[src/hdl/pgcr_pkg.sv]
// Shared types, constants and functions for the percent glyph column renderer.
// No dependencies; every other file of the block refers to this package.
package pgcr_pkg;

    localparam int GLYPH_WIDTH_DEF = 7;
    localparam int ROM_COLS        = 7;
    localparam int QUEUE_DEPTH     = 2;

    localparam int PERCENT_W = 8;
    localparam int PAGE_W    = 3;
    localparam int COLUMN_W  = 7;
    localparam int BYTES_W   = 24;
    localparam int SLOT_W    = 2;
    localparam int DIGIT_W   = 4;

    localparam logic [PAGE_W-1:0] TOP_PAGE_RESET = 3'd3;

    // Slot codes.
    localparam logic [SLOT_W-1:0] SLOT_HUNDREDS = 2'd0;
    localparam logic [SLOT_W-1:0] SLOT_TENS     = 2'd1;
    localparam logic [SLOT_W-1:0] SLOT_UNITS    = 2'd2;
    localparam logic [SLOT_W-1:0] SLOT_PERCENT  = 2'd3;

    // Font index of the percent sign.
    localparam logic [DIGIT_W-1:0] GLYPH_PERCENT = 4'd10;

    // Configuration register indexes.
    localparam logic REG_TOP_PAGE = 1'b0;

    // One classified value: where the readout starts and its three digits.
    typedef struct packed {
        logic [SLOT_W-1:0]             first_slot;
        logic [2:0][DIGIT_W-1:0]       digit;
    } t_desc;

    function automatic logic [COLUMN_W-1:0] slot_base(input logic [SLOT_W-1:0] slot);
        logic [COLUMN_W-1:0] base;
        unique case (slot)
            SLOT_HUNDREDS: base = 7'd23;
            SLOT_TENS:     base = 7'd44;
            SLOT_UNITS:    base = 7'd65;
            SLOT_PERCENT:  base = 7'd90;
            default:       base = 7'd0;
        endcase
        return base;
    endfunction

    // Seven-column font: digits 0 to 9 and the percent sign.
    function automatic logic [7:0] font_col(input logic [DIGIT_W-1:0] glyph,
                                            input logic [2:0] col);
        logic [6:0][7:0] g;
        logic [7:0]      v;
        unique case (glyph)
            4'd0:    g = {8'h00, 8'h7F, 8'h41, 8'h41, 8'h41, 8'h7F, 8'h00};
            4'd1:    g = {8'h00, 8'h00, 8'h40, 8'h7F, 8'h41, 8'h02, 8'h00};
            4'd2:    g = {8'h00, 8'h4F, 8'h49, 8'h49, 8'h49, 8'h79, 8'h00};
            4'd3:    g = {8'h00, 8'h7F, 8'h49, 8'h49, 8'h49, 8'h49, 8'h00};
            4'd4:    g = {8'h00, 8'h7F, 8'h08, 8'h08, 8'h08, 8'h0F, 8'h00};
            4'd5:    g = {8'h00, 8'h79, 8'h49, 8'h49, 8'h49, 8'h4F, 8'h00};
            4'd6:    g = {8'h00, 8'h79, 8'h49, 8'h49, 8'h49, 8'h7F, 8'h00};
            4'd7:    g = {8'h00, 8'h03, 8'h0D, 8'h11, 8'h61, 8'h01, 8'h00};
            4'd8:    g = {8'h00, 8'h7F, 8'h49, 8'h49, 8'h49, 8'h7F, 8'h00};
            4'd9:    g = {8'h00, 8'h7F, 8'h49, 8'h49, 8'h49, 8'h4F, 8'h00};
            4'd10:   g = {8'h61, 8'h62, 8'h04, 8'h08, 8'h10, 8'h23, 8'h43};
            default: g = '0;
        endcase
        if (col < 3'(ROM_COLS)) begin
            v = g[col];
        end else begin
            v = 8'h00;
        end
        return v;
    endfunction

    // Each source bit fills three adjacent result bits.
    function automatic logic [BYTES_W-1:0] triple_column(input logic [7:0] src);
        logic [BYTES_W-1:0] acc;
        acc = '0;
        for (int b = 0; b < 8; b++) begin
            acc[3*b +: 3] = {3{src[b]}};
        end
        return acc;
    endfunction

endpackage

[src/hdl/pgcr_if.sv]
// Valid/ready channel interfaces for the value input and the column results.
// Depends on pgcr_pkg for field widths.
interface pgcr_in_if;
    logic                           valid;
    logic                           ready;
    logic [pgcr_pkg::PERCENT_W-1:0] percent;

    modport source (output valid, output percent, input ready);
    modport sink   (input valid, input percent, output ready);
endinterface

interface pgcr_out_if;
    logic                          valid;
    logic                          ready;
    logic [pgcr_pkg::SLOT_W-1:0]   glyph_slot;
    logic [pgcr_pkg::COLUMN_W-1:0] display_column;
    logic [pgcr_pkg::PAGE_W-1:0]   start_page;
    logic [pgcr_pkg::BYTES_W-1:0]  page_bytes;
    logic                          last_column;

    modport source (output valid, output glyph_slot, output display_column,
                    output start_page, output page_bytes, output last_column,
                    input ready);
    modport sink   (input valid, input glyph_slot, input display_column,
                    input start_page, input page_bytes, input last_column,
                    output ready);
endinterface

[src/hdl/pgcr_front.sv]
// Front end: accepts a value and splits it into digits and a first slot.
// Depends on pgcr_pkg and pgcr_in_if.
module pgcr_front (
    pgcr_in_if.sink          i_in,
    input  logic             i_q_full,
    output logic             o_push,
    output pgcr_pkg::t_desc  o_desc
);

    logic [7:0]  hund_sub;
    logic [1:0]  hund;
    logic [6:0]  rem_h;
    logic [14:0] prod;
    logic [3:0]  tens;
    logic [6:0]  units;

    // Hundreds by comparison, tens by multiplying with 205/2048, which is
    // exact for remainders below one hundred.
    always_comb begin
        if (i_in.percent >= 8'd200) begin
            hund     = 2'd2;
            hund_sub = 8'd200;
        end else if (i_in.percent >= 8'd100) begin
            hund     = 2'd1;
            hund_sub = 8'd100;
        end else begin
            hund     = 2'd0;
            hund_sub = 8'd0;
        end
        rem_h = 7'(i_in.percent - hund_sub);
        prod  = 15'(rem_h) * 15'd205;
        tens  = prod[14:11];
        units = rem_h - 7'(tens) * 7'd10;
    end

    always_comb begin
        o_desc.digit[0] = 4'(hund);
        o_desc.digit[1] = tens;
        o_desc.digit[2] = units[3:0];
        if (hund == 2'd0 && tens == 4'd0) begin
            o_desc.first_slot = pgcr_pkg::SLOT_UNITS;
        end else if (hund == 2'd0) begin
            o_desc.first_slot = pgcr_pkg::SLOT_TENS;
        end else begin
            o_desc.first_slot = pgcr_pkg::SLOT_HUNDREDS;
        end
    end

    assign i_in.ready = !i_q_full;
    assign o_push     = i_in.valid && !i_q_full;

endmodule

[src/hdl/pgcr_queue.sv]
// Short first-in first-out queue of classified values between front and back.
// Depends on pgcr_pkg for the entry type and depth.
module pgcr_queue (
    input  logic             i_clk,
    input  logic             i_rst_n,
    input  logic             i_push,
    input  pgcr_pkg::t_desc  i_desc,
    input  logic             i_pop,
    output logic             o_full,
    output logic             o_valid,
    output pgcr_pkg::t_desc  o_desc
);

    localparam int DEPTH = pgcr_pkg::QUEUE_DEPTH;
    localparam int PTR_W = (DEPTH > 1) ? $clog2(DEPTH) : 1;
    localparam int CNT_W = $clog2(DEPTH + 1);

    pgcr_pkg::t_desc   r_mem [DEPTH];
    logic [PTR_W-1:0]  r_wr_ptr, n_wr_ptr;
    logic [PTR_W-1:0]  r_rd_ptr, n_rd_ptr;
    logic [CNT_W-1:0]  r_count, n_count;
    logic              do_push, do_pop;

    assign o_full  = (r_count == CNT_W'(DEPTH));
    assign o_valid = (r_count != '0);
    assign o_desc  = r_mem[r_rd_ptr];
    assign do_push = i_push && !o_full;
    assign do_pop  = i_pop && o_valid;

    always_comb begin
        n_wr_ptr = r_wr_ptr;
        n_rd_ptr = r_rd_ptr;
        n_count  = r_count;
        if (do_push) begin
            n_wr_ptr = (r_wr_ptr == PTR_W'(DEPTH - 1)) ? '0 : r_wr_ptr + 1'b1;
        end
        if (do_pop) begin
            n_rd_ptr = (r_rd_ptr == PTR_W'(DEPTH - 1)) ? '0 : r_rd_ptr + 1'b1;
        end
        if (do_push && !do_pop) begin
            n_count = r_count + 1'b1;
        end else if (do_pop && !do_push) begin
            n_count = r_count - 1'b1;
        end
    end

    always_ff @(posedge i_clk) begin
        if (!i_rst_n) begin
            r_wr_ptr <= '0;
            r_rd_ptr <= '0;
            r_count  <= '0;
        end else begin
            r_wr_ptr <= n_wr_ptr;
            r_rd_ptr <= n_rd_ptr;
            r_count  <= n_count;
        end
    end

    always_ff @(posedge i_clk) begin
        if (do_push) begin
            r_mem[r_wr_ptr] <= i_desc;
        end
    end

endmodule

[src/hdl/pgcr_back.sv]
// Back end: steps through slots and font columns and registers one result a cycle
// when a value waits and the output is free. Depends on pgcr_pkg and pgcr_out_if.
module pgcr_back #(
    parameter int GLYPH_WIDTH = pgcr_pkg::GLYPH_WIDTH_DEF
) (
    input  logic                          i_clk,
    input  logic                          i_rst_n,
    input  logic                          i_q_valid,
    input  pgcr_pkg::t_desc               i_desc,
    input  logic [pgcr_pkg::PAGE_W-1:0]   i_top_page,
    output logic                          o_pop,
    pgcr_out_if.source                    o_out
);

    localparam int NCOLS = (GLYPH_WIDTH > pgcr_pkg::ROM_COLS) ? pgcr_pkg::ROM_COLS
                                                               : GLYPH_WIDTH;
    localparam int COL_W = (NCOLS > 1) ? $clog2(NCOLS) : 1;

    logic                          r_busy, n_busy;
    logic [pgcr_pkg::SLOT_W-1:0]   r_slot, n_slot;
    logic [COL_W-1:0]              r_col, n_col;
    logic                          r_ovalid;

    logic [pgcr_pkg::SLOT_W-1:0]   cur_slot;
    logic [COL_W-1:0]              cur_col;
    logic [pgcr_pkg::DIGIT_W-1:0]  glyph;
    logic                          col_end, last, advance;

    logic [pgcr_pkg::SLOT_W-1:0]   r_glyph_slot;
    logic [pgcr_pkg::COLUMN_W-1:0] r_display_column;
    logic [pgcr_pkg::PAGE_W-1:0]   r_start_page;
    logic [pgcr_pkg::BYTES_W-1:0]  r_page_bytes;
    logic                          r_last_column;

    // A fresh value starts at its first slot and column zero.
    assign cur_slot = r_busy ? r_slot : i_desc.first_slot;
    assign cur_col  = r_busy ? r_col : '0;
    assign glyph    = (cur_slot == pgcr_pkg::SLOT_PERCENT) ? pgcr_pkg::GLYPH_PERCENT
                                                           : i_desc.digit[cur_slot];
    assign col_end  = (cur_col == COL_W'(NCOLS - 1));
    assign last     = col_end && (cur_slot == pgcr_pkg::SLOT_PERCENT);
    assign advance  = i_q_valid && (!r_ovalid || o_out.ready);
    assign o_pop    = advance && last;

    always_comb begin
        n_busy = r_busy;
        n_slot = r_slot;
        n_col  = r_col;
        if (advance) begin
            n_busy = !last;
            if (col_end) begin
                n_slot = cur_slot + 1'b1;
                n_col  = '0;
            end else begin
                n_slot = cur_slot;
                n_col  = cur_col + 1'b1;
            end
        end
    end

    always_ff @(posedge i_clk) begin
        if (!i_rst_n) begin
            r_busy   <= 1'b0;
            r_slot   <= '0;
            r_col    <= '0;
            r_ovalid <= 1'b0;
        end else begin
            r_busy <= n_busy;
            r_slot <= n_slot;
            r_col  <= n_col;
            if (advance) begin
                r_ovalid <= 1'b1;
            end else if (o_out.ready) begin
                r_ovalid <= 1'b0;
            end
        end
    end

    always_ff @(posedge i_clk) begin
        if (advance) begin
            r_glyph_slot     <= cur_slot;
            r_display_column <= pgcr_pkg::slot_base(cur_slot)
                                + pgcr_pkg::COLUMN_W'(cur_col) * 7'd3;
            r_start_page     <= i_top_page;
            r_page_bytes     <= pgcr_pkg::triple_column(
                                    pgcr_pkg::font_col(glyph, 3'(cur_col)));
            r_last_column    <= last;
        end
    end

    assign o_out.valid          = r_ovalid;
    assign o_out.glyph_slot     = r_glyph_slot;
    assign o_out.display_column = r_display_column;
    assign o_out.start_page     = r_start_page;
    assign o_out.page_bytes     = r_page_bytes;
    assign o_out.last_column    = r_last_column;

endmodule

[src/hdl/percent_glyph_column_renderer_top.sv]
// Top level of the percent glyph column renderer: register port, front, queue, back.
// Depends on pgcr_pkg, pgcr_if, pgcr_front, pgcr_queue and pgcr_back.

// Each accepted 8-bit value becomes a readout of its decimal digits, leading
// zeros dropped, followed by a percent sign, sent one font column per result.
// A value below 10 yields two glyphs, below 100 three, otherwise four, so an
// item produces 2, 3 or 4 times min(GLYPH_WIDTH, 7) results: 14, 21 or 28 at
// the default width. The back end's slot and column sequencer issues one
// result per clock whenever a value is queued and the output register is free,
// so consecutive items follow with no gap. The front end takes a new value in
// the same cycle it is offered as long as the two-entry queue has room. The
// value being drawn keeps its queue entry until its last column is issued, so
// one further value may wait in the queue behind it. When the block is idle,
// the first result of a value is registered in the queue entry and then in
// the output register before it is presented. The top_page register sits at
// byte address 0 of the APB port and is copied into start_page of every
// result; writes complete in the access cycle and pready is always high.
module percent_glyph_column_renderer_top #(
    parameter int GLYPH_WIDTH = pgcr_pkg::GLYPH_WIDTH_DEF
) (
    input  logic        i_clk,
    input  logic        i_rst_n,
    pgcr_in_if.sink     i_in,
    pgcr_out_if.source  o_out,
    input  logic        psel,
    input  logic        penable,
    input  logic        pwrite,
    input  logic [2:0]  paddr,
    input  logic [31:0] pwdata,
    output logic [31:0] prdata,
    output logic        pready
);

    logic [pgcr_pkg::PAGE_W-1:0] r_top_page;
    logic                        cfg_write;

    logic                        q_push;
    logic                        q_full;
    logic                        q_valid;
    logic                        q_pop;
    pgcr_pkg::t_desc             front_desc;
    pgcr_pkg::t_desc             head_desc;

    // Register port. Bit 2 of the byte address selects the register; only
    // the top_page register exists, other addresses read as zero.
    assign pready    = 1'b1;
    assign cfg_write = psel && penable && pwrite && (paddr[2] == pgcr_pkg::REG_TOP_PAGE);

    always_ff @(posedge i_clk) begin
        if (!i_rst_n) begin
            r_top_page <= pgcr_pkg::TOP_PAGE_RESET;
        end else if (cfg_write) begin
            r_top_page <= pwdata[pgcr_pkg::PAGE_W-1:0];
        end
    end

    always_comb begin
        if (paddr[2] == pgcr_pkg::REG_TOP_PAGE) begin
            prdata = {{(32 - pgcr_pkg::PAGE_W){1'b0}}, r_top_page};
        end else begin
            prdata = '0;
        end
    end

    // The front end classifies each request and hands it to the queue.
    pgcr_front u_front (
        .i_in     (i_in),
        .i_q_full (q_full),
        .o_push   (q_push),
        .o_desc   (front_desc)
    );

    pgcr_queue u_queue (
        .i_clk   (i_clk),
        .i_rst_n (i_rst_n),
        .i_push  (q_push),
        .i_desc  (front_desc),
        .i_pop   (q_pop),
        .o_full  (q_full),
        .o_valid (q_valid),
        .o_desc  (head_desc)
    );

    // The back end retires a queue entry with the percent sign's last column.
    pgcr_back #(
        .GLYPH_WIDTH (GLYPH_WIDTH)
    ) u_back (
        .i_clk      (i_clk),
        .i_rst_n    (i_rst_n),
        .i_q_valid  (q_valid),
        .i_desc     (head_desc),
        .i_top_page (r_top_page),
        .o_pop      (q_pop),
        .o_out      (o_out)
    );

`ifndef ASSERT_OFF
    // The front end must never offer an entry the queue cannot hold.
    a_no_push_when_full: assert property (@(posedge i_clk) disable iff (!i_rst_n)
        q_push |-> !q_full)
        else $error("queue written while full");

    // Only the percent sign carries the end-of-readout flag.
    a_last_is_percent: assert property (@(posedge i_clk) disable iff (!i_rst_n)
        (o_out.valid && o_out.last_column) |->
            (o_out.glyph_slot == pgcr_pkg::SLOT_PERCENT))
        else $error("last column flagged outside the percent sign");

    // An entry is retired only while the queue holds one.
    a_pop_needs_entry: assert property (@(posedge i_clk) disable iff (!i_rst_n)
        q_pop |-> q_valid)
        else $error("queue read while empty");
`endif

endmodule

[src/flat_wrapper.sv]
// flat-port wrapper written by rule: the top's interface ports become plain ports
module percent_glyph_column_renderer_top_flat 
#(
    parameter int GLYPH_WIDTH = pgcr_pkg::GLYPH_WIDTH_DEF
)
  (i_clk, i_rst_n, psel, penable, pwrite, paddr, pwdata, prdata, pready, i_in_valid, i_in_percent, i_in_ready, o_out_valid, o_out_glyph_slot, o_out_display_column, o_out_start_page, o_out_page_bytes, o_out_last_column, o_out_ready);
  pgcr_in_if i_in_i ();
  pgcr_out_if o_out_i ();
  input  logic i_clk;
  input  logic i_rst_n;
  input  logic psel;
  input  logic penable;
  input  logic pwrite;
  input  logic [2:0] paddr;
  input  logic [31:0] pwdata;
  output logic [31:0] prdata;
  output logic pready;
  input wire logic [$bits(i_in_i.valid)-1:0] i_in_valid;
  input wire logic [$bits(i_in_i.percent)-1:0] i_in_percent;
  output wire logic [$bits(i_in_i.ready)-1:0] i_in_ready;
  output wire logic [$bits(o_out_i.valid)-1:0] o_out_valid;
  output wire logic [$bits(o_out_i.glyph_slot)-1:0] o_out_glyph_slot;
  output wire logic [$bits(o_out_i.display_column)-1:0] o_out_display_column;
  output wire logic [$bits(o_out_i.start_page)-1:0] o_out_start_page;
  output wire logic [$bits(o_out_i.page_bytes)-1:0] o_out_page_bytes;
  output wire logic [$bits(o_out_i.last_column)-1:0] o_out_last_column;
  input wire logic [$bits(o_out_i.ready)-1:0] o_out_ready;
  assign i_in_i.valid = i_in_valid;
  assign i_in_i.percent = i_in_percent;
  assign i_in_ready = i_in_i.ready;
  assign o_out_valid = o_out_i.valid;
  assign o_out_glyph_slot = o_out_i.glyph_slot;
  assign o_out_display_column = o_out_i.display_column;
  assign o_out_start_page = o_out_i.start_page;
  assign o_out_page_bytes = o_out_i.page_bytes;
  assign o_out_last_column = o_out_i.last_column;
  assign o_out_i.ready = o_out_ready;
  percent_glyph_column_renderer_top #(.GLYPH_WIDTH(GLYPH_WIDTH)) u_core (.i_clk(i_clk), .i_rst_n(i_rst_n), .i_in(i_in_i), .o_out(o_out_i), .psel(psel), .penable(penable), .pwrite(pwrite), .paddr(paddr), .pwdata(pwdata), .prdata(prdata), .pready(pready));
endmodule
[config.mk]
export PLATFORM = sky130hd
export DESIGN_NAME = percent_glyph_column_renderer_top_flat
export DESIGN_NICKNAME = d
export VERILOG_FILES = /design/src/hdl/pgcr_pkg.sv /design/src/hdl/pgcr_if.sv /design/src/hdl/pgcr_front.sv /design/src/hdl/pgcr_queue.sv /design/src/hdl/pgcr_back.sv /design/src/hdl/percent_glyph_column_renderer_top.sv /design/src/flat_wrapper.sv
export SDC_FILE = /design/constraint.sdc
export NUM_CORES = 1
export LEC_CHECK = 0
export BUFFER_PORTS_ARGS = -buffer_cell sky130_fd_sc_hd__buf_4
export CAP_MARGIN = 20
export CORE_MARGIN = 3
export CORE_UTILIZATION = 50
export CTS_CLUSTER_DIAMETER = 120
export CTS_CLUSTER_SIZE = 25
export DETAILED_ROUTE_END_ITERATION = 12
export HOLD_SLACK_MARGIN = 0.03
export PLACE_DENSITY = 0.84
export SLEW_MARGIN = 10
export SYNTH_ARGS = -nofsm -noshare
export SYNTH_HDL_FRONTEND = slang
export SYNTH_SLANG_ARGS = --single-unit
[constraint.sdc]
create_clock -name i_clk -period 13.8 [get_ports i_clk]
set_input_delay 2.07 -clock i_clk [delete_from_list [all_inputs] [get_ports i_clk]]
set_output_delay 2.07 -clock i_clk [all_outputs]
set_load 0.1 [all_outputs]
; Word level (Yosys, flattened, before mapping)
; Memories as Yosys holds them, arrays and structs flattened. A register that Yosys moved wholly into a read port is not among the register bits.
; Cells that the tools add are included.
[totals]
register_bits = 49
ram_bits = 24
rom_bits = 576
inputBits = 50
output_inout_bits = 72
elab_cells = 92
memories = 2
[op_classes]
add_sub_neg = 9
n_mul = 3
n_lt_le_gt_ge = 5
n_eq_ne = 5
muxes = 30
bitwise_logic = 1
reduce_logical = 24
[mem_list]
columns = memory, words, word_bits, read_ports, rd_clocked_by_memory_dff, wr, line
row1 = (no name shown), 16, 36, 1, 0, 0, pgcr_pkg.sv:53  ; unique case (glyph)
row2 = u_core.u_queue.r_mem, 2, 12, 1, 1, 1, pgcr_queue.sv:18  ; pgcr_pkg::t_desc r_mem [DEPTH];
[ops]
columns = operator, count
row1 = $mux 56, 1
row2 = $pmux 7 s4, 1
row3 = $bmux 8 s3, 1
row4 = $mux 7, 3
row5 = $mux 8, 2
row6 = $mul 7x8->15 const B, 1
row7 = $logic_and 1x1->1, 12
row8 = $mux 2, 6
row9 = $mux 1, 10
row10 = $mux 3, 3
row11 = $bmux 4 s2, 1
row12 = $ge 8x7->1 const B, 1
row13 = $ge 8x8->1 const B, 1
row14 = $mux 4, 2
row15 = $add 7x5->7, 1
row16 = $sub 7x7->7, 1
row17 = $eq 2x2->1 const B, 3
row18 = $reduce_bool 2->1, 3
row19 = $logic_not 1->1, 5
row20 = $mul 3x2->5 const B, 1
row21 = $add 2x1->2 const B, 2
row22 = $logic_not 2->1, 2
row23 = $logic_not 4->1, 1
row24 = $lt 3x4->1 const B, 1
row25 = 11 further kinds, 12

; Longest topological paths before layout
; Gate-level depths: netlist of the first run.
; An unclocked memory read counts as a cell.
[depth]
word_depth = 9
depth_mapped = 27
ltp_nobuf = 27

; Hierarchy
; A second synthesis of the first run with hierarchy kept.
[hier_totals]
hier_cells = 503
hier_area_um2 = 5187.5
[by_module_without_submodules]
columns = mod, instances, cells_per_inst, area_each_um2, seq_area_each_um2
row1 = pgcr_back, 1, 233, 2188.3, 740.7
row2 = pgcr_front, 1, 153, 1362.6, 0.0
row3 = pgcr_queue, 1, 68, 1239.9, 940.9
row4 = percent_glyph_column_renderer_top, 1, 49, 396.6, 60.1

; Least setup slack after synthesis of the first run
; Ideal clock, no wire load.
[synth_path]
path_type = input -> register
startpoint = input i_in_percent[3]
endpoint = memory u_core.u_queue.r_mem[0][9] in the netlist's numbering (data pin)
setup_time_ps = 268
arrival_time_ps = 7522
required_ps = 13532
slack_ps = 6010
cell_stages = 27
path_buffers = 0
cell_sequence = o311ai_0 > nand2b_1 > nand2_1 > inv_1 > ha_1 > fa_1 > nand2b_1 > a21oi_1 > xnor2_1 > ha_1 > ha_1 > fa_1 > inv_1 > fa_1 > inv_1 > ha_1 > o211a_1 > o21ai_0 > nor2b_1 > o21ai_0 > xor2_1 > ha_1 > inv_1 > fa_1 > xor2_1 > xnor2_1 > xnor2_1
[synth_lines]
columns = item, line
row1 = "start, declared", flat_wrapper.sv:19  ; input wire logic [$bits(i_in_i.percent)-1:0] i_in_percent;
row2 = "end, declared", pgcr_queue.sv:18

==> impl_metrics.yaml, run 1 <==
status:
  status: "finished clean"
setup_path:
  worstPathBufferInverterCount: 5
  cp_top_family: "adder cells"
  critPathMaxFanout: 6
  startpoint_type: "input pin"
  r2r-end: "u_core.u_back.o_out.page_bytes[14]"
  end_kind: "flop"
  slowest_delay_ps: 510
  cpMostUsedCell: "ha_1"
  required_ps: 13860
  worstPathArrival_ps: 8550
  r2r_slack_ps: 9950
  path_class: "in -> reg"
  r2r_cells: 10
  cpMaxStageDelayCell: "fa_1"
routing:
  wl_mm: 8.96
  wire_per_inst_um: 13.9
  ant_nets: 0
  drc: 0
  dr.pass1.iters: 5
  avgViaCountPerCell: 5.24
  num_vias: 3374
  drt_iter0_drc: 137
timing:
  period_share: 0.615
  drv_slew: 0
  worst_slew_pin_slew_ps: 1050
  setup_violations: 0
  hold_viol: 0
  fin_skew_ps: 8.80
  grt_setup_unrepaired: "no"
  maxSlewHeadroom: 0.301
  tns_ps: 0
  min_period_ps: 8490
  fmax_ghz: 0.118
clock_tree:
  cts_buffers: 9
  cts_sinks: 59
  clk_pin_slew_ps: 70
  post_cts_buffers: 0
  cts_tree: "built"
  clk-insertion-delay-late_ps: 330
  cts_resized: 0
  clockBufferDepth: 2
  root_buffer: "clkbuf_8"
  cts_hold_buffers: 0
  h-tree-depth: 3
power_and_ir_drop:
  power.share.switching: 0.522
  p_leak_nw: 2.43
  power.internal_uw: 624
  pwr-share-clk: 0.118
  powerDensity_nw_per_um2: 248
  vdd_drop_max_mv: 0.175
  power_frac_comb: 0.654
  power_frac_seq: 0.228
  p_sw_uw: 681
finish:
  final_cell_mix: "ha_1 (57), buf_4 (57), inv_1 (48)"
  synthToLayoutAreaGrowth_pct: 9.82
  drive_above_1_share: 0.181
  diodes: 0
  finish.utilization: 0.567
  fillers: 827
  nets: 630
  multi_input_area_um2: 2650
  seq_area_um2: 1620
global_route:
  grt_max_degree: 27
  grt_pass1_vias: 3267
  grt_antenna_before_repair: 0
  grt_use_total: 0.164
  grt_pass1_wl_mm: 14.8
  overflow: 0
synthesis:
  netlist_instances: 473
  yosysSeqAreaShare: 0.338
  synth_edf_count: 44
  yosysWarnings: 0
  ys_async_sr_fraction: 0
  syn-cell-area_um2: 4790
  synth_ff_type: "edfxtp_1"
  syn_area_per_cell_um2: 10.1
  synth_cell_types: 66
  synth-seq-cells: 59
floorplanning:
  rows: 35
  coreArea_um2: 9280
  die_width_um: 104
  die_y_um: 104
  design.die.area_um2: 10800
  io_pins: 122
  initial_core_util: 0.516
min_path:
  worstHoldPathType: "reg -> reg"
  min_from: "u_core.r_top_page[0]"
  min_path_cells: 0
  holdPathEnd: "u_core.u_back.o_out.start_page[0]"
placement:
  dp_hpwl_mm: 7.10
  place_congestion: 0.948
  numPortBuffers: 57
run:
  cap_violations: 0
-- metal layers --
| layer | vias up | routed length, um | track usage |
|---|---|---|---|
| met1 | 1584 | 3580 | 0.184 |
| li1 | 1657 | - | - |
| met4 | 0 | 132 | 0.0579 |
| met5 | - | 0 | 0 |
| met2 | 119 | 4700 | 0.302 |
| met3 | 14 | 550 | 0.0391 |
-- stage by stage --
stage / std cells / setup slack [ps] / power [mW] / hold WS [ps] / instance area (um^2)
global placement: 628 / 5290 / 1.13 / 447 / 5060
floorplan: 504 / 6010 / 1.01 / 422 / 4910
detailed placement: 628 / 4960 / 1.15 / 452 / 5060
global route: 644 / 4890 / 1.40 / 488 / 5260
finish: 644 / 5310 / 1.30 / 464 / 5260
CTS: 644 / 5310 / 1.31 / 470 / 5260
-- synth_stat cells (all sizes together) (3+ instances only) --
master,count,area (um^2)
a211oi,6,45.0
a21boi,3,22.5
a21o,4,30.0
a21oi,22,110
a31oi,8,50.1
and2,8,52.6
and3,3,18.8
buf,52,400
clkbuf,10,37.5
dfxtp,15,300
edfxtp,44,1320
fa,13,260
ha,57,713
inv,51,191
mux2,7,82.6
mux2i,14,140
nand2,20,77.6
nand2b,5,31.3
nand3,9,45.0
nor2,19,71.3
nor2b,10,62.6
nor3,6,30.0
nor4,4,25.0
o211a,3,30.0
o211ai,3,22.5
o21ai,17,100
o22ai,3,25.0
o31ai,3,22.5
xnor2,16,140
xor2,6,52.6
-- state kept, by name, summed over array words and instances, names as in the netlist, 3 cells and up, named ones only --
register and cells:
u_core.u_queue.r_mem 24, u_core.u_back.o_out.display_column 7, u_core.u_back.o_out.page_bytes 7, u_core.r_top_page 3
u_core.u_back.o_out.start_page 3, u_core.u_back.r_col 3
-- power by group through the flow --
| stage | Combinational [mW] | Clock, mW | Sequential (mW) |
|---|---|---|---|
| after global routing | 0.933 | 0.166 | 0.303 |
| after detailed placement | 0.851 | 0 | 0.302 |
| after CTS | 0.854 | 0.157 | 0.298 |
| after floorplan | 0.605 | 0 | 0.410 |
| final | 0.853 | 0.154 | 0.298 |
| after global placement | 0.827 | 0 | 0.299 |
-- worst max path at each step --
| stage | from | to | slack (ps) | depth (start not counted) |
|---|---|---|---|---|
| after CTS | i_in_percent[4] | u_core.u_queue.r_mem[0][9] | 5310 | 28 |
| after global routing | i_in_percent[3] | u_core.u_queue.r_mem[0][9] | 4890 | 28 |
| final | i_in_percent[4] | u_core.u_queue.r_mem[0][9] | 5310 | 28 |
| after floorplan | i_in_percent[3] | u_core.u_queue.r_mem[0][9] | 6010 | 27 |
| after detailed placement | i_in_percent[4] | u_core.u_queue.r_mem[1][9] | 4960 | 28 |
| after global placement | i_in_percent[3] | u_core.u_queue.r_mem[0][9] | 5290 | 28 |
-- cells by family after synthesis --
logic type                 synth area share
buffers and inverters                 0.132
and+or+nand+nor                       0.103
other                               0.00157
AOI/OAI and AO/OA                     0.130
xor gates and xnor gates             0.0402
muxes                                0.0512
adders and majority gates             0.203
DFF                                   0.338
-- worst reg2reg max path, stage by stage, from the launching register on --
cell       delay (ps)
dfxtp_1           670
mux2_2            420
o21ai_2           300
inv_2             190
ha_1              320
a311o_1           450
ha_1              480
mux2i_1           110
o22ai_1           210
a22oi_1           110
a2111oi_2         380
-- layout make-up --
class | instances | share of cell area
clock buffers | 11 | 0.0309
clock inverters | 5 | 0.00761
inverters | 52 | 0.0371
multi-input cells | 331 | 0.504
flip-flops and latches | 59 | 0.308
well taps | 129 | 0.0307
repair buffers | 57 | 0.0813
Note: power is estimated with default switching activity, not from simulation.
==> run 2: changes to the inputs <==
ABC_AREA = 1   (was not set)
CORE_UTILIZATION = 49   (was 50)
PLACE_DENSITY = 0.85   (was 0.84)
clock period = 7.8 ns   (was 13.8 ns; I/O delays follow)
==> impl_metrics.yaml, run 2 <==
clock_tree:
  cts_hold_buffers: 0
  cts_resized: 0
  cts_tree: "built"
  clk-insertion-delay-late_ps: 340
  post_cts_buffers: 0
  clockBufferDepth: 2
  root_buffer: "clkbuf_8"
  cts_buffers: 9
  clk_pin_slew_ps: 60
  cts_sinks: 59
  h-tree-depth: 3
routing:
  num_vias: 3830
  drc: 0
  wire_per_inst_um: 12.8
  dr.pass1.iters: 5
  drt_iter0_drc: 158
  ant_nets: 0
  wl_mm: 9.79
  avgViaCountPerCell: 5.02
timing:
  setup_violations: 0
  maxSlewHeadroom: 0.291
  fin_skew_ps: 8.88
  drv_slew: 0
  hold_viol: 0
  hold_slack_ps: 434
  period_share: 0.829
  grt_setup_unrepaired: "no"
  tns_ps: 0
  worst_slew_pin_slew_ps: 1060
  fmax_ghz: 0.155
  min_period_ps: 6470
synthesis:
  yosysMostFrequentCell: "nand2_1"
  yosysSeqAreaShare: 0.331
  ys_async_sr_fraction: 0
  syn-cell-area_um2: 4890
  yosysWarnings: 0
  syn_area_per_cell_um2: 8.36
  synth_area_leader_cell: "edfxtp_1"
  synth_ff_type: "edfxtp_1"
  netlist_instances: 585
  synth_cell_types: 42
  synth_top_area_frac: 0.270
  synth.top_cells.by_count: "nand2_1 (132), inv_1 (75), ha_1 (57)"
  synth_edf_count: 44
  synth-seq-cells: 59
  synth_area_leaders: "edfxtp_1 (27%), ha_1 (15%), nand2_1 (10%)"
power_and_ir_drop:
  vdd_drop_max_mv: 0.249
  p_leak_nw: 2.71
  powerDensity_nw_per_um2: 395
setup_path:
  startpoint_type: "input pin"
  end_kind: "flop"
  worstPathArrival_ps: 6620
  required_ps: 7960
  critPathMaxFanout: 4
  path_class: "in -> reg"
finish:
  largest_reg_flops: 24
  final_cell_mix: "nand2_1 (132), inv_1 (75), buf_4 (58)"
  diodes: 0
  largest_register: "u_core.u_queue.r_mem"
  drive_above_1_share: 0.150
  synthToLayoutAreaGrowth_pct: 10.4
  fillers: 884
  final_common_cell: "nand2_1"
  nets: 749
global_route:
  grt_pass1_wl_mm: 16.5
  grt_pass1_vias: 3821
  grt_max_degree: 25
  grt_use_total: 0.179
  overflow: 0
  grt_antenna_before_repair: 0
floorplanning:
  design.die.area_um2: 11200
  die_y_um: 106
  rows: 35
  io_pins: 122
  initial_core_util: 0.517
  coreArea_um2: 9460
  die_width_um: 106
min_path:
  worstHoldPathType: "reg -> reg"
placement:
  dp_hpwl_mm: 7.84
  numPortBuffers: 57
  place_congestion: 0.894
status:
  status: "finished clean"
run:
  cap_violations: 0
-- run 2: cell types whose count changed after synthesis, moves of 7 or more --
cell and delta:
nor2_1 +26, nor2b_1 -10, mux2i_1 -14, clkbuf_1 -8, a31oi_1 -7, nand4_1 +10, xnor2_1 -9, inv_1 +27
nand3_1 +28, nand2_1 +113
-- run 2: routing by layer --
layer | vias to the layer above | GRT usage | share of wire
li1 | 1918 | - | -
met1 | 1783 | 0.208 | 0.42
met2 | 109 | 0.322 | 0.52
met3 | 20 | 0.0401 | 0.050
met4 | 0 | 0.0675 | 0.017
met5 | - | 0 | 0
-- run 2: cells by family (layout without fill, tap and decap cells) --
logic type / Yosys count / in the layout / synth area share
flip-flops: 59 / 59 / 0.331
XOR/XNOR: 14 / 14 / 0.0251
buffers and inverters: 135 / 153 / 0.146
AND/OR/NAND/NOR: 249 / 249 / 0.232
AO/OA/AOI/OAI: 56 / 56 / 0.0644
adder cells (fa/ha/maj): 70 / 70 / 0.199
other: 2 / 33 / 0.00153
-- run 2: cell type report --
type / count / area, um^2 / share of cell area
clock inverter: 5 / 77.6 / 0.0144
multi-input combinational: 422 / 2680 / 0.496
timing repair buffer: 58 / 435 / 0.0806
inverter: 79 / 297 / 0.0549
sequential: 59 / 1620 / 0.300
clock buffer: 11 / 131 / 0.0243
tap: 129 / 161 / 0.0299
-- run 2: per-stage QoR --
step                       util  power [mW]  setup slack [ps]  cell area [um^2]  instances
after floorplan               -        1.62              1620              5010        616
after global placement    0.549        1.79              1110              5190        747
after detailed placement  0.549        1.84               945              5190        747
after CTS                 0.571        2.14              1290              5400        763
after global routing      0.571        2.32               859              5400        763
final                     0.571        2.13              1330              5400        763
-- run 2: worst paths after layout --
path	slack [ps]	end	cells past startpoint	start
max reg2reg	4190	u_core.u_back.o_out.display_column[6]	15	flop
min reg2reg	430	u_core.u_back.o_out.start_page[1]	0	u_core.r_top_page[1]
min	430	u_core.u_back.o_out.start_page[1]	0	u_core.r_top_page[1]
max	1330	u_core.u_queue.r_mem[1][9]	27	i_in_percent[3]
-- run 2: critical path, cell delays in order --
cell	delay (ps)
buf_4	120
inv_1	90
nand3_1	70
a31oi_1	210
nor2_1	120
ha_1	230
fa_1	410
nand2_1	90
a21oi_1	70
xnor2_1	300
ha_1	300
ha_1	300
fa_1	520
inv_1	60
fa_1	500
inv_1	50
ha_1	300
nand2_1	70
nor2_1	40
o21ai_0	240
nand3_1	170
nand2_1	160
ha_1	160
inv_1	50
fa_1	430
xnor2_1	170
xor2_1	240
-- run 2: where the power goes --
group	internal, mW	switching (mW)
clock	0.179	0.118
combinational	0.392	0.947
sequential	0.474	0.0214
total	1.04	1.09
==> run 3: changes to the inputs <==
ABC_AREA = 0   (was 1)
PLACE_DENSITY = 0.86   (was 0.85)
clock period = 5.5 ns   (was 7.8 ns; I/O delays follow)
==> impl_metrics.yaml, run 3 (same netlist as run 1, synthesis figures left out) <==
status:
  status: "complete, but fails checks"
  violations: "setup timing"
clock_tree:
  clk_pin_slew_ps: 70
  cts_tree: "built"
  clk-insertion-delay-late_ps: 340
  clockBufferDepth: 2
  root_buffer: "clkbuf_8"
  cts_buffers: 9
  h-tree-depth: 3
  cts_sinks: 59
  cts_hold_buffers: 0
setup_path:
  critPathMaxFanout: 3
  required_ps: 5570
  worstPathBufferInverterCount: 5
  path_class: "in -> reg"
  worstPathArrival_ps: 5950
  end_kind: "flop"
  slowest_delay_ps: 480
  cpMaxStageDelayCell: "fa_1"
  startpoint_type: "input pin"
  cp_top_family: "adder cells"
timing:
  min_period_ps: 5880
  fin_ws_ps: -377
  hold_viol: 0
  setup_violations: 8
  fin_skew_ps: 9.44
  maxSlewHeadroom: 0.309
  period_share: 1.07
  worst_slew_pin_slew_ps: 1030
  grt_setup_unrepaired: "yes"
  hold_slack_ps: 455
  fmax_ghz: 0.170
  drv_slew: 0
finish:
  largest_register: "u_core.u_queue.r_mem"
  synthToLayoutAreaGrowth_pct: 19.0
  fillers: 787
  final_common_cell: "buf_4"
  largest_reg_flops: 24
  diodes: 0
  nets: 664
  final_cell_mix: "buf_4 (86), ha_1 (52), inv_1 (46)"
  drive_above_1_share: 0.268
routing:
  drt_iter0_drc: 145
  dr.pass1.iters: 4
  drc: 0
  avgViaCountPerCell: 5.27
  wl_mm: 9.93
  wire_per_inst_um: 14.6
  ant_nets: 0
  num_vias: 3573
floorplanning:
  die_width_um: 105
  initial_core_util: 0.511
  rows: 35
  io_pins: 122
  design.die.area_um2: 11000
  die_y_um: 105
  coreArea_um2: 9370
placement:
  place_congestion: 0.882
  numPortBuffers: 57
  dp_hpwl_mm: 7.53
global_route:
  grt_max_degree: 27
  grt_pass1_wl_mm: 16.1
  grt_pass1_vias: 3545
  overflow: 0
  grt_use_total: 0.178
  grt_antenna_before_repair: 0
power_and_ir_drop:
  powerDensity_nw_per_um2: 640
  p_leak_nw: 2.60
  vdd_drop_max_mv: 0.542
  finalPower_mw: 3.65
run:
  cap_violations: 0
min_path:
  worstHoldPathType: "reg -> reg"
-- run 3: final cells by class --
cell class                 count  area [um^2]  area share
multi-input combinational    331         2840       0.497
sequential                    59         1620       0.285
timing repair buffer          91          706       0.124
inverter                      52          195      0.0342
tap                          129          161      0.0283
clock buffer                  12          155      0.0272
clock inverter                 4         25.0     0.00439
-- run 3: per-stage QoR --
step | cells | area [um^2] | worst slack (ps) | TNS [ps] | utilization
after global placement | 655 | 5310 | -813 | -5340 | 0.567
after CTS | 677 | 5600 | -419 | -948 | 0.598
after floorplan | 504 | 4960 | -621 | -1770 | -
final | 678 | 5700 | -377 | -1040 | 0.608
after detailed placement | 655 | 5310 | -971 | -8010 | 0.567
after global routing | 678 | 5700 | -662 | -3570 | 0.608
-- run 3: path summary, 6_finish.rpt --
check                                            end  cells after the start                 start  slack (ps)
hold / removal     u_core.u_back.o_out.start_page[2]                      0  u_core.r_top_page[2]         460
setup reg to reg  u_core.u_back.o_out.page_bytes[11]                     12                  flop        1650
setup / recovery          u_core.u_queue.r_mem[1][9]                     28       i_in_percent[3]        -380
hold reg to reg    u_core.u_back.o_out.start_page[2]                      0  u_core.r_top_page[2]         460
-- run 3: worst register-to-register path: stages, from the launching register on --
cell and delay [ps]:
dfxtp_1 680, mux2_2 430, o21ai_2 280, inv_2 180, ha_1 310, nor4_1 310
a31oi_1 120, inv_1 200, ha_1 400, nor2_1 80, a211o_1 310, a31oi_1 170
o41ai_1 100
-- run 3: power breakdown --
group	switching [mW]	internal, mW
Combinational	1.65	0.905
Clock	0.162	0.186
Sequential	0.0472	0.702
-- run 3: layer usage --
layer | wire length [um] | GRT usage
met1 | 3880 | 0.195
met2 | 5310 | 0.331
met3 | 494 | 0.0377
met4 | 240 | 0.0694
met5 | 0 | 0
-- run 3: what timing repair did --
item,CTS,global route
pin swaps,19,7
resized for setup,9,14
buffers inserted,6,3
endpoints found under the setup margin,12,15
